$ cat config.mk
export PLATFORM = sky130hd
export DESIGN_NAME = multi_queue_linked_store
export DESIGN_NICKNAME = d
export VERILOG_FILES = /design/src/design/mqls_pkg.sv /design/src/design/multi_queue_linked_store.sv /design/src/design/mqls_word_mem.sv /design/src/design/mqls_core.sv
export SDC_FILE = /design/constraint.sdc
export NUM_CORES = 1
export LEC_CHECK = 0
export BUFFER_PORTS_ARGS = -buffer_cell sky130_fd_sc_hd__buf_2
export CORE_MARGIN = 10
export CORE_UTILIZATION = 40
export CTS_CLUSTER_DIAMETER = 60
export DETAILED_ROUTE_END_ITERATION = 10
export SYNTH_ARGS = -nofsm -noshare
export SYNTH_HDL_FRONTEND = slang
export SYNTH_SLANG_ARGS = --single-unit
$ cat constraint.sdc
create_clock -name aclk -period 4.1 [get_ports aclk]
set_clock_uncertainty 0.05 [all_clocks]
set_input_delay 0.205 -clock aclk [delete_from_list [all_inputs] [get_ports aclk]]
set_output_delay 0.205 -clock aclk [all_outputs]
set_load 0.02 [all_outputs]
$ cat src/design/mqls_pkg.sv
// ----------------------------------------------------------------------------
// mqls_pkg
// Shared types and constants of the multi-queue linked store: field widths,
// action and status codes, and the memory command bundle.
// ----------------------------------------------------------------------------
package mqls_pkg;

    localparam int ACTION_W   = 1;
    localparam int QID_W      = 2;
    localparam int WORD_W     = 32;
    localparam int STATUS_W   = 2;

    // tdata widths rounded up to whole bytes
    localparam int S_TDATA_W  = 40;
    localparam int M_TDATA_W  = 40;

    localparam logic [WORD_W-1:0] EMPTY_WORD = '1;

    typedef enum logic [ACTION_W-1:0] {
        ACT_ENQ = 1'b0,
        ACT_DEQ = 1'b1
    } action_t;

    typedef enum logic [STATUS_W-1:0] {
        ST_DONE  = 2'd0,
        ST_FULL  = 2'd1,
        ST_EMPTY = 2'd2
    } status_t;

    typedef struct packed {
        logic wr;
        logic rd;
    } mem_cmd_t;

endpackage

$ cat src/design/multi_queue_linked_store.sv
// ----------------------------------------------------------------------------
// multi_queue_linked_store
// QUEUES FIFO queues sharing one store of ENTRIES words, chained by links.
// ----------------------------------------------------------------------------
// Each item on the slave stream enqueues a word onto a queue or dequeues the
// oldest word from it, and yields exactly one result item: status 0 done,
// 1 store full (enqueue ignored), 2 queue empty (data all ones). The block
// takes one item per cycle sustained while the master stream is not stalled;
// each result passes an input and a result register before it is offered
// on the master stream. The rate is set by the pointer update of one item: one
// link read and one link write on the shared link array, with the word store
// read registered into the result. No clearing pass follows reset; a fill
// count tracks the part of the store that still holds its reset free chain.
module multi_queue_linked_store #(
    parameter int ENTRIES = 16,
    parameter int QUEUES  = 4
) (
    input  logic                                aclk,
    input  logic                                aresetn,
    input  logic                                s_tvalid,
    output logic                                s_tready,
    // action[0], queue_id[2:1], data_in[34:3], zero pad
    input  logic [mqls_pkg::S_TDATA_W-1:0]      s_tdata,
    output logic                                m_tvalid,
    input  logic                                m_tready,
    // status[1:0], data_out[33:2], zero pad
    output logic [mqls_pkg::M_TDATA_W-1:0]      m_tdata
);
    import mqls_pkg::*;

    localparam int IW = $clog2(ENTRIES);

    logic                in_valid_reg;
    action_t             in_action_reg;
    logic [QID_W-1:0]    in_qid_reg;
    logic [WORD_W-1:0]   in_data_reg;

    logic                out_valid_reg;
    status_t             out_status_reg;
    logic                out_deq_reg;

    logic                s_accept;
    logic                advance;
    status_t             core_status;
    mem_cmd_t            mem_cmd;
    logic [IW-1:0]       mem_addr;
    logic [WORD_W-1:0]   mem_rdata;
    logic [WORD_W-1:0]   data_out;

    assign advance  = in_valid_reg && (!out_valid_reg || m_tready);
    assign s_tready = !in_valid_reg || advance;
    assign s_accept = s_tvalid && s_tready;

    always_ff @(posedge aclk) begin
        if (!aresetn) begin
            in_valid_reg  <= 1'b0;
            out_valid_reg <= 1'b0;
        end else begin
            if (s_accept) begin
                in_valid_reg <= 1'b1;
            end else if (advance) begin
                in_valid_reg <= 1'b0;
            end
            if (advance) begin
                out_valid_reg <= 1'b1;
            end else if (m_tready) begin
                out_valid_reg <= 1'b0;
            end
        end
    end

    always_ff @(posedge aclk) begin
        if (s_accept) begin
            in_action_reg <= action_t'(s_tdata[0]);
            in_qid_reg    <= s_tdata[2:1];
            in_data_reg   <= s_tdata[34:3];
        end
        if (advance) begin
            out_status_reg <= core_status;
            out_deq_reg    <= (in_action_reg == ACT_DEQ);
        end
    end

    mqls_core #(
        .ENTRIES (ENTRIES),
        .QUEUES  (QUEUES)
    ) u_core (
        .aclk     (aclk),
        .aresetn  (aresetn),
        .advance  (advance),
        .action   (in_action_reg),
        .queue_id (in_qid_reg),
        .status   (core_status),
        .cmd      (mem_cmd),
        .addr     (mem_addr)
    );

    mqls_word_mem #(
        .ENTRIES (ENTRIES)
    ) u_word_mem (
        .aclk  (aclk),
        .cmd   (mem_cmd),
        .addr  (mem_addr),
        .wdata (in_data_reg),
        .rdata (mem_rdata)
    );

    always_comb begin
        if (out_status_reg == ST_EMPTY) begin
            data_out = EMPTY_WORD;
        end else if (out_status_reg == ST_DONE && out_deq_reg) begin
            data_out = mem_rdata;
        end else begin
            data_out = '0;
        end
    end

    assign m_tvalid = out_valid_reg;
    assign m_tdata  = {(M_TDATA_W - WORD_W - STATUS_W)'(0), data_out, out_status_reg};

endmodule

$ cat src/design/mqls_word_mem.sv
// ----------------------------------------------------------------------------
// mqls_word_mem
// Data word store of the shared entries: one write port, one read port with
// registered read data.
// ----------------------------------------------------------------------------
module mqls_word_mem #(
    parameter int ENTRIES = 16
) (
    input  logic                                aclk,
    input  mqls_pkg::mem_cmd_t                  cmd,
    input  logic [$clog2(ENTRIES)-1:0]          addr,
    input  logic [mqls_pkg::WORD_W-1:0]         wdata,
    output logic [mqls_pkg::WORD_W-1:0]         rdata
);
    import mqls_pkg::*;

    logic [WORD_W-1:0] mem [ENTRIES];
    logic [WORD_W-1:0] rdata_reg;

    always_ff @(posedge aclk) begin
        if (cmd.wr) begin
            mem[addr] <= wdata;
        end
        // hold the last read word until the next dequeue
        if (cmd.rd) begin
            rdata_reg <= mem[addr];
        end
    end

    assign rdata = rdata_reg;

endmodule

$ cat src/design/mqls_core.sv
// ----------------------------------------------------------------------------
// mqls_core
// Pointer logic: per-queue head and tail, the free list head, the shared link
// array and a fill count that stands in for the reset chain of the free list.
// ----------------------------------------------------------------------------
module mqls_core #(
    parameter int ENTRIES = 16,
    parameter int QUEUES  = 4
) (
    input  logic                                aclk,
    input  logic                                aresetn,
    input  logic                                advance,
    input  mqls_pkg::action_t                   action,
    input  logic [mqls_pkg::QID_W-1:0]          queue_id,
    output mqls_pkg::status_t                   status,
    output mqls_pkg::mem_cmd_t                  cmd,
    output logic [$clog2(ENTRIES)-1:0]          addr
);
    import mqls_pkg::*;

    localparam int IW  = $clog2(ENTRIES);
    localparam int PW  = IW + 1;
    localparam int QIW = (QUEUES > 1) ? $clog2(QUEUES) : 1;
    localparam logic [PW-1:0] NIL = PW'(ENTRIES);

    logic [PW-1:0] head_reg [QUEUES];
    logic [PW-1:0] tail_reg [QUEUES];
    logic [PW-1:0] link_reg [ENTRIES];
    logic [PW-1:0] free_reg;
    logic [PW-1:0] fill_reg;

    logic          q_ok;
    logic [QIW-1:0] q_idx;
    logic [PW-1:0] cur_head;
    logic [PW-1:0] cur_tail;
    logic          head_null;
    logic          free_null;
    logic          is_enq;
    logic          enq_ok;
    logic          deq_ok;
    logic [PW-1:0] slot;
    logic [IW-1:0] slot_idx;
    logic [PW-1:0] link_rd;
    logic          link_we;
    logic [IW-1:0] link_waddr;
    logic [PW-1:0] link_wdata;

    always_comb begin
        q_ok      = (32'(queue_id) < 32'(QUEUES));
        q_idx     = q_ok ? QIW'(queue_id) : '0;
        cur_head  = head_reg[q_idx];
        cur_tail  = tail_reg[q_idx];
        head_null = (cur_head >= NIL);
        free_null = (free_reg >= NIL);
        is_enq    = (action == ACT_ENQ);
        enq_ok    = is_enq && q_ok && !free_null;
        deq_ok    = !is_enq && q_ok && !head_null;
        slot      = is_enq ? free_reg : cur_head;
        slot_idx  = slot[IW-1:0];
        // entries past the fill count still hold their reset chain link
        link_rd   = (slot >= fill_reg) ? slot + PW'(1) : link_reg[slot_idx];

        if (is_enq) begin
            status = enq_ok ? ST_DONE : ST_FULL;
        end else begin
            status = deq_ok ? ST_DONE : ST_EMPTY;
        end

        cmd.wr = advance && enq_ok;
        cmd.rd = advance && deq_ok;
        addr   = slot_idx;

        // enqueue links behind the tail, dequeue pushes onto the free list
        link_we    = advance && ((enq_ok && !head_null) || deq_ok);
        link_waddr = is_enq ? cur_tail[IW-1:0] : slot_idx;
        link_wdata = is_enq ? slot : free_reg;
    end

    always_ff @(posedge aclk) begin
        if (!aresetn) begin
            for (int i = 0; i < QUEUES; i++) begin
                head_reg[i] <= NIL;
                tail_reg[i] <= NIL;
            end
            free_reg <= '0;
            fill_reg <= '0;
        end else if (advance) begin
            if (enq_ok) begin
                free_reg <= link_rd;
                if (slot >= fill_reg) begin
                    fill_reg <= fill_reg + PW'(1);
                end
                if (head_null) begin
                    head_reg[q_idx] <= slot;
                end
                tail_reg[q_idx] <= slot;
            end else if (deq_ok) begin
                // the tail's link is never read: the tail itself ends the chain
                if (slot == cur_tail) begin
                    head_reg[q_idx] <= NIL;
                    tail_reg[q_idx] <= NIL;
                end else begin
                    head_reg[q_idx] <= link_rd;
                end
                free_reg <= slot;
            end
        end
    end

    always_ff @(posedge aclk) begin
        if (link_we) begin
            link_reg[link_waddr] <= link_wdata;
        end
    end

endmodule

# Yosys cells after proc, flatten, opt, wreduce, memory -nomap -nowiden
# Memories as Yosys holds them, arrays and structs flattened. A register that Yosys moved wholly into a read port is not among the register bits.
# Index checks and enable logic that the tools add are counted.
# Widths: inputs -> output; s select.
[op_classes]
add_sub_neg = 2
order_cmp = 3
n_bitwise = 4
eq_ne = 2
n_mux = 52
reduce_logical = 24
[ops]
columns = ["op", "n"]
rows = [
  ["$mux 32", 2],
  ["$mux 5", 10],
  ["$mux 1", 33],
  ["$mux 2", 6],
  ["$add 5x1->5 const B", 2],
  ["$ge 5x5->1 const B", 2],
  ["$reduce_or 5->1", 2],
  ["$logic_and 1x1->1", 9],
  ["$reduce_bool 2->1", 3],
  ["$eq 5x5->1", 1],
  ["$ge 5x5->1", 1],
  ["$logic_not 1->1", 4],
  ["$mux 4", 1],
  ["$logic_or 1x1->1", 3],
  ["$or 1x1->1", 3],
  ["$reduce_and 3->1", 1],
  ["$eq 2x2->1 const B", 1],
  ["$logic_not 2->1", 1],
  ["$reduce_and 2->1", 1],
  ["$not 1->1", 1],
]
[word_totals]
out_inout_bits = 42
wordCells = 100
mem_count = 4
input_bits = 44
ram_bits = 632
register_bits = 50
[mem_list]
columns = ["memory", "words", "width", "read_ports", "rd_ports_with_merged_regs", "wr", "line", "rtl"]
rows = [
  ["u_word_mem.mem", 16, 32, 1, 1, 1, "mqls_word_mem.sv:17", "logic [WORD_W-1:0] mem [ENTRIES];"],
  ["u_core.link_reg", 16, 5, 1, 0, 1, "mqls_core.sv:28", "logic [PW-1:0] link_reg [ENTRIES];"],
  ["u_core.head_reg", 4, 5, 1, 1, 4, "mqls_core.sv:26", "logic [PW-1:0] head_reg [QUEUES];"],
  ["u_core.tail_reg", 4, 5, 1, 1, 4, "mqls_core.sv:27", "logic [PW-1:0] tail_reg [QUEUES];"],
]

# Logic depth before layout (Yosys ltp)
# Gate-level depths: netlist of the first run.
[logic_depth]
word_depth = 12
ltp_mapped = 16
mapped_depth_nobuf = 10

# Cells and area by module
# A second synthesis of the first run with hierarchy kept.
[unflattened]
hier_cells = 1530
hier_area_um2 = 28502.3
[by_module_without_submodules]
columns = ["module", "area_each_um2", "n_inst", "cells_per_inst", "seq_area_each_um2"]
rows = [
  ["mqls_word_mem", 20183.1, 1, 840, 16335.7],
  ["mqls_core", 6693.9, 1, 563, 3803.6],
  ["multi_queue_linked_store", 1625.3, 1, 127, 1181.1],
]

# Worst setup path after synthesis of the first run
# OpenSTA, ideal clock, no wires.
[synth_timing]
kind = "reg-to-reg"
startpoint = "register (tool-made name)"
endpoint = "memory u_word_mem.mem[10][0], enable pin"
path_slack_ns = -0.123
required_ns = 3.629
path_stages_with_launch = 10
setup_ns = 0.421
t_arrival_ns = 3.752
cell_sequence = "dfxtp_1 > buf_2 > mux2_2 > a221oi_4 > buf_2 > clkbuf_1 > clkbuf_1 > ha_1 > nand2_1 > nor2_1"
[synth_lines]
columns = ["element", "line"]
rows = [
  ["end, declared", "mqls_word_mem.sv:17"],
]

==> impl_metrics.ini, run 1 <==
[detailed_routing]
routed_wl_um = 71800
drc = 0
final_antenna_net_count = 0
wl_per_cell_um = 23.1
drt-vias-per-instance = 5.54
drt_iter0_markers = 1509
vias = 17200
first_pass_iters = 5

[pwr]
p_clk_frac = 0.412
p_sw_uw = 3850
power_density_mw_per_mm2 = 479
intPower_uw = 12500
power_frac_seq = 0.501
ir_drop_mv = 0.350
p_leak_uw = 0.0115
combPwrFrac = 0.087
swShare = 0.235

[clock_tree]
cts_root_buf = clkbuf_16
clockBufferDepth = 3
cts_htree_levels = 3
clk_latency_ns = 0.64
cts_buffers = 77
clock_sinks = 716
tritoncts = built
clk_pin_slew_ns = 0.06

[worst_setup_path]
criticalPathCategory = reg -> reg
cp.required_ns = 4.40
cp.arrival_ns = 4.05
crit_fanout = 13
setup.worst_path.start_class = register
cp-end-kind = register
reg2regPathDepth = 8
ff2ff_setup_slack_ns = 0.34

[floorplanning]
die_w_um = 290
fp.coreArea_sq_mm = 0.0727
rows = 99
die_y_um = 290
die_area_sq_mm = 0.0843
initial_core_util = 0.402
io_pins = 86

[sta]
final-max-slew-violation-count = 0
tightest_slew_ns = 1.18
holdWs_ns = 0.224
fmax_mhz = 266
rsz0062_at_grt = no
worst_slack_ns = 0.345
fin_crit_ns = 3.76
relSlewSlack = 0.212
setup_viol = 0
finalHoldViolCount = 0
finalCritPeriodShare = 0.916

[place]
port_buffers = 74
place_congestion = 0.895
dp_slack_ns = 0.297
place_hpwl_um = 39800
placedCellCount = 2930

[final_layout]
stdcell_count = 3108
syn_to_final_growth_pct = 17.0
largest_register_ffs = 512
fillers = 6201
regArea_sq_mm = 0.0214
diodes = 0
fin_util = 0.470
final_nets = 2143
multiInputGateArea_sq_mm = 0.00742
drive_gt1_frac = 0.161

[status]
status = finished clean

[yosys]
synth_seq_cells = 716
syn_inst = 1941
ys_top_cells_by_area = edfxtp_1 (72%), mux2i_1 (4.9%), nand2_1 (3.9%)
async_reset_ff_frac = 0
yosysTopAreaCellShare = 0.721
netlist_top_cells_count = edfxtp_1 (702), nand2_1 (305), mux2i_1 (142)
synth_area_per_cell_sq_um = 15.1
ys_seq_area_frac = 0.730
synth.most_common_cell = edfxtp_1
synth_edf_count = 702
ys_types = 68
syn_area_sq_mm = 0.0292
ys.flop_type = edfxtp_1
synth_top_cell_by_area = edfxtp_1
ys_warn_count = 0

[grt]
grt_max_degree = 122
antenna_found_initial = 0
grt_usage = 0.166
grt_pass1_wl_um = 108000
overflow = 0
grt_pass1_vias = 17500

[min_path]
min_delay_path_depth = 2
hp-class = in -> reg

[flow_run]
drv_cap = 0
critical path, cell delays in order (launching register included):
cell and delay, ns:
dfxtp_1 0.56, mux4_2 0.64, buf_4 0.24, and2_1 0.32, a21oi_1 0.32, a211oi_1 0.13, nor3_1 0.53, a222oi_1 0.29
or3_1 0.41
layout make-up:
class	count	area share
Inverter	26	0.00315
Tap cell	959	0.0351
Timing Repair Buffer	195	0.0476
Sequential cell	716	0.625
Multi-Input combinational cell	1073	0.217
Clock inverter	41	0.0136
Clock buffer	98	0.0592
through the flow:
stage / TNS [ns] / total power, uW / cell area (sq um)
floorplan: -2.86 / 9280 / 29300
global placement: 0 / 9740 / 31300
detailed placement: 0 / 9760 / 31300
CTS: 0 / 16500 / 34200
global route: 0 / 17000 / 34200
finish: 0 / 16400 / 34200
layer usage:
metal  wire length, um  vias to the layer above  track usage
li1                  -                     7742            -
met2             34500                      636        0.274
met4              2230                        0       0.0640
met5                 0                        -            0
met1             30400                     8685        0.217
met3              4630                      143       0.0279
what timing repair did:
item,4_1_cts,5_1_grt
hold buffers,39,0
setup endpoints to repair,0,3
endpoints found under the hold margin,42,0
resized for setup,0,1
setup buffers,0,0
path summary, 6_finish.rpt:
path | start | end
worst min-delay path | s_tdata[14] | in_data_reg[11]
worst max-delay path | register | u_core.head_reg[0][4]
worst max register to register | register | u_core.head_reg[0][4]
worst min register to register | u_core.free_reg[4] | u_core.link_reg[14][4]
cell usage in the layout, fill, tap and decap left out, types with 20 or more instances in the layout:
cell           synthesis  routed
a21o_1                36      36
a21oi_1               76      76
a311oi_1              65      65
and3_1                33      33
buf_12                 0      20
buf_2                 31      74
buf_4                  6      62
clkbuf_16              0      77
dlygate4sd3_1          0      39
edfxtp_1             702     702
inv_1                 22      20
mux2i_1              142     142
mux4_2                41      41
nand2_1              305     305
nand3_1               70      70
nor2_1                85      69
o21ai_0               20      20
power by group through the flow:
stage | combinational [uW] | clock (uW) | sequential (uW)
global route | 1530 | 7200 | 8230
detailed placement | 1390 | 0 | 8370
floorplan | 941 | 0 | 8340
finish | 1420 | 6750 | 8220
global placement | 1370 | 0 | 8360
CTS | 1420 | 6890 | 8220
cells by family after synthesis:
family / after synthesis / share of synthesized area
buf+inv: 157 / 0.0222
simple gates: 560 / 0.0835
fa+ha+maj: 10 / 0.00428
compound gates: 295 / 0.0727
xor+xnor: 11 / 0.00329
other cells: 1 / 0.000128
mux: 191 / 0.0834
flops: 716 / 0.730
Power figures use the tool's default switching activity.
==> run 2: changes to the inputs <==
BUFFER_PORTS_ARGS = -buffer_cell sky130_fd_sc_hd__clkbuf_2   (was -buffer_cell sky130_fd_sc_hd__buf_2)
==> run 2 against run 1 <==
  * Clock power is 3.6% lower
  * Power is 1.5% lower
  * Final area is 0.70% lower
  * Fmax is 4.9% lower
  * Non-clock buffer count is 10 lower
  * Wire length is 1.1% higher
  * Sequential power hardly changed
  * Register-to-register slack worse by 0.19 ns
  * Worst hold slack worse by 0.11 ns
  * Final cell count is 0.42% lower
  * Via count hardly changed
  * Die area stayed put
  * Critical endpoint is now u_core.head_reg[1][4]
  * Highest routed layer unchanged
==> impl_metrics.ini, run 2 (synthesized netlist as in run 1, its figures left out) <==
[sta]
tightest_slew_ns = 1.09
finalCritPeriodShare = 0.963
relSlewSlack = 0.273
worst_slack_ns = 0.151
fin_crit_ns = 3.95
setup_viol = 0
finalHoldViolCount = 0
fmax_mhz = 253
rsz0062_at_grt = no
final-max-slew-violation-count = 0
fin_tns_setup_ns = 0

[worst_setup_path]
crit_fanout = 10
crit_chain = buf_4 > mux4_2 > a21oi_4 > inv_2 > ha_1 > a211oi_1 > o21ai_1 > nor4_1 > a222oi_1 > or3_1
cp.required_ns = 4.40
crit_path_max_incr_delay_ns = 0.58
setup.worst_path.start_class = register
criticalPathCategory = reg -> reg
cp-end-kind = register
cp.arrival_ns = 4.25
crit_path_top_delay_cell = dfxtp_1

[final_layout]
largest_register_ffs = 512
fillers = 6188
final_nets = 2133
syn_to_final_growth_pct = 16.1
layout_commonest_cell = edfxtp_1
final_cell_mix = edfxtp_1 (702), nand2_1 (305), mux2i_1 (142)
multiInputGateArea_sq_mm = 0.00742
diodes = 0
drive_gt1_frac = 0.155
regArea_sq_mm = 0.0214

[detailed_routing]
drt_iter0_markers = 1481
vias = 17200
drt-vias-per-instance = 5.56
routed_wl_um = 72600
drc = 0
final_antenna_net_count = 0
first_pass_iters = 6
wl_per_cell_um = 23.5

[floorplanning]
initial_core_util = 0.402
die_y_um = 290
rows = 99
die_area_sq_mm = 0.0843
die_w_um = 290
io_pins = 86
fp.coreArea_sq_mm = 0.0727

[grt]
grt_busiest_layer = met2
grt_usage = 0.166
grt_max_degree = 140
overflow = 0
grt.met1_usage = 0.218
grt_pass1_vias = 17300
grt_pass1_wl_um = 109000
antenna_found_initial = 1
grt.met3_usage = 0.0274
met2_usage = 0.277

[status]
status = finished clean

[clock_tree]
tritoncts = built
clockBufferDepth = 3
clk_latency_ns = 0.61
clock_sinks = 716
cts_htree_levels = 3
cts_buffers = 77
cts_root_buf = clkbuf_16
clk_pin_slew_ns = 0.06

[place]
dp_slack_ns = 0.119
place_congestion = 0.897
place_hpwl_um = 40400
port_buffers = 74

[pwr]
ir_drop_mv = 0.353
power_density_mw_per_mm2 = 475
p_leak_uw = 0.0114

[flow_run]
drv_cap = 0

[min_path]
hp-start = aresetn
hp-class = in -> reg
-- run 2: changes by cell type in the layout (fill, tap and decap cells not counted), sizes merged --
cell | previous run | this run
bufinv | 5 | 3
dlygate4sd3 | 39 | 38
inv | 25 | 28
clkbuf | 98 | 169
buf | 156 | 73
clkinvlp | 1 | 0
-- run 2: through the flow --
step                cell area [sq um]  utilization  total power, uW  hold slack, ns  instances
floorplan                       29300            -             9280           0.254       1946
global placement                31200        0.429             9730           0.332       2920
detailed placement              31200        0.429             9760           0.334       2920
CTS                             34000        0.467            16300          0.0478       3094
global route                    34000        0.467            16700          0.0742       3095
finish                          34000        0.467            16100           0.109       3095
-- run 2: worst paths after layout --
path	slack, ns	endpoint	cells after the start
worst max-delay path	0.15	u_core.head_reg[1][4]	10
worst min-delay path	0.11	u_core.free_reg[1]	3
worst max register to register	0.15	u_core.head_reg[1][4]	10
worst min register to register	0.52	m_tvalid	2
-- run 2: area by class of cell --
| type | count | area share |
|---|---|---|
| Multi-Input combinational cell | 1073 | 0.218 |
| Clock inverter | 41 | 0.00873 |
| Tap cell | 959 | 0.0353 |
| Timing Repair Buffer | 185 | 0.0449 |
| Inverter | 26 | 0.00317 |
| Sequential cell | 716 | 0.629 |
| Clock buffer | 95 | 0.0606 |
-- run 2: worst max-delay path: cells and delay by family, from the launching register on --
kind | cells | cell delay (ns)
AOI/OAI and AO/OA | 4 | 0.99
adders and majority gates | 1 | 0.27
buffers and inverters | 2 | 0.34
DFF | 1 | 0.58
muxes | 1 | 0.50
and+or+nand+nor | 2 | 0.95
-- run 2: per-layer routing --
layer / wire, um / share of wire / up-vias
li1: - / - / 7721
met1: 30700 / 0.42 / 8690
met2: 35500 / 0.49 / 641
met3: 4570 / 0.063 / 147
met4: 1970 / 0.027 / 0
met5: 0 / 0 / -
-- run 2: where the power goes --
group	internal (uW)	leakage (uW)	total [uW]	switching [uW]
Combinational	535	0.00373	1420	885
Clock	3750	0.00116	6510	2750
Sequential	8130	0.00650	8220	91.2
Total	12400	0.0114	16100	3730
-- run 2: repair_timing --
action	4_1_cts	5_1_grt
hold buffers	38	0
setup buffers	0	1
hold endpoints to repair	39	0
resized for setup	0	0
endpoints found under the setup margin	0	10
==> run 3: changes to the inputs <==
--- a/config.mk
+++ b/config.mk
@@ -12,2 +12,3 @@
 export DETAILED_ROUTE_END_ITERATION = 10
+export SKIP_LAST_GASP = 1
 export SYNTH_ARGS = -nofsm -noshare
==> constraint.sdc (replaced) <==
create_clock -name aclk -period 4.1 [get_ports aclk]
set_clock_uncertainty 0.05 [all_clocks]
set_input_delay 0 -clock aclk [delete_from_list [all_inputs] [get_ports aclk]]
set_output_delay 0 -clock aclk [all_outputs]
set_load 0.02 [all_outputs]
==> run 3 against run 2 <==
  * Global-route usage up 0.18 points
  * Power rose by 0.85%
  * Final area increased by 0.18%
  * Setup slack better by 0.095 ns
  * Largest cell class unchanged
  * Sequential share of layout area is 0.11 points lower
  * Critical path depth is 1 higher
  * Critical endpoint is now u_core.head_reg[0][4]
==> impl_metrics.ini, run 3 (synthesized netlist as in run 1, its figures left out) <==
[pwr]
p_leak_uw = 0.0114
p_total_uw = 16300
ir_drop_mv = 0.326
p_clk_frac = 0.409
power_density_mw_per_mm2 = 479
combPwrFrac = 0.087
swShare = 0.234
intPower_uw = 12500
p_sw_uw = 3820
power_frac_seq = 0.505

[floorplanning]
initial_core_util = 0.402
die_w_um = 290
die_y_um = 290
io_pins = 86
fp.coreArea_sq_mm = 0.0727
rows = 99
die_area_sq_mm = 0.0843

[place]
place_hpwl_um = 40400
place_congestion = 0.879
dp_slack_ns = 0.267
dpl_cell_area_sq_mm = 0.0312
port_buffers = 74

[sta]
fmax_mhz = 259
setup_viol = 0
final-max-slew-violation-count = 0
finalCritPeriodShare = 0.940
holdWs_ns = 0.0345
relSlewSlack = 0.273
worst_slack_ns = 0.246
tightest_slew_ns = 1.09
finalHoldViolCount = 0
fin_crit_ns = 3.85

[min_path]
hp-start = s_tdata[27]
hp-class = in -> reg

[grt]
grt_max_degree = 112
grt_usage = 0.168
antenna_found_initial = 0
grt_pass1_wl_um = 109000
overflow = 0
grt_pass1_vias = 17200

[worst_setup_path]
setup.worst_path.start_class = register
cp-end-kind = register
crit_path_top_delay_cell = dfxtp_1
crit_chain = and2b_1 > a222oi_1 > buf_4 > inv_4 > ha_1 > a211oi_1 > o21ai_1 > buf_4 > nor4_1 > a222oi_1 > or3_1
cp.required_ns = 4.41
criticalPathCategory = reg -> reg
crit_fanout = 10
crit_path_max_incr_delay_ns = 0.62
cp.arrival_ns = 4.17

[detailed_routing]
vias = 17100
routed_wl_um = 72800
wl_per_cell_um = 23.5
drt-vias-per-instance = 5.51
final_antenna_net_count = 0
drt_iter0_markers = 1688
drc = 0
first_pass_iters = 5

[flow_run]
drv_cap = 0

[final_layout]
syn_to_final_growth_pct = 16.3
drive_gt1_frac = 0.157
layout_commonest_cell = edfxtp_1
final_nets = 2136
fin_util = 0.468
largest_register_ffs = 512
final_cell_mix = edfxtp_1 (702), nand2_1 (305), mux2i_1 (142)
finalInstanceArea_sq_mm = 0.0340

[clock_tree]
clockBufferDepth = 3
clock_sinks = 716
cts_buffers = 76
clk_pin_slew_ns = 0.06
clk_latency_ns = 0.63
cts_htree_levels = 3
tritoncts = built
cts_resized = 0
cts_root_buf = clkbuf_16

[status]
status = finished clean
-- run 3: cell type report --
cell class              count  area (sq um)
diodes                      1          2.50
clock buffers              93          1990
clock inverters            45           428
fillers                  6214         38700
inverters                  26           108
multi-input cells        1073          7420
flip-flops and latches    716         21400
well taps                 959          1200
repair buffers            189          1520
-- run 3: stage by stage --
| stage | instances | setup TNS [ns] |
|---|---|---|
| 3_5_place_dp | 2922 | 0 |
| 6_report | 3102 | 0 |
| 3_3_place_gp | 2922 | 0 |
| 5_1_grt | 3101 | -0.0162 |
| 4_1_cts | 3100 | 0 |
| 2_1_floorplan | 1946 | -2.86 |
-- run 3: layer usage --
metal | up-vias | track usage | share of wire
li1 | 7738 | - | -
met1 | 8619 | 0.219 | 0.42
met2 | 624 | 0.287 | 0.50
met3 | 114 | 0.0282 | 0.063
met4 | 0 | 0.0463 | 0.020
met5 | - | 0 | 0
-- run 3: power groups by stage --
stage	sequential, uW	combinational (uW)	clock, uW
6_report	8220	1410	6660
3_3_place_gp	8370	1370	0
5_1_grt	8230	1530	7110
4_1_cts	8220	1420	6800
2_1_floorplan	8340	941	0
3_5_place_dp	8380	1380	0
-- run 3: worst paths after layout --
kind,slack (ns),cells after the start,to
worst min register to register,0.52,2,m_tvalid
worst max register to register,0.25,11,u_core.head_reg[0][4]
worst max-delay path,0.25,11,u_core.head_reg[0][4]
worst min-delay path,0.03,2,in_data_reg[24]
-- run 3: what timing repair did --
action | 4_1_cts | 5_1_grt
buffers inserted | 0 | 1
endpoints found under the setup margin | 0 | 5
hold endpoints to repair | 45 | 0
hold buffers | 40 | 0
-- run 3: critical path: cells and delay by family, from the launching register on --
family,cells,cell delay [ns]
fa+ha+maj,1,0.18
buf+inv,3,0.41
flops,1,0.62
simple gates,3,1.22
compound gates,4,1.11
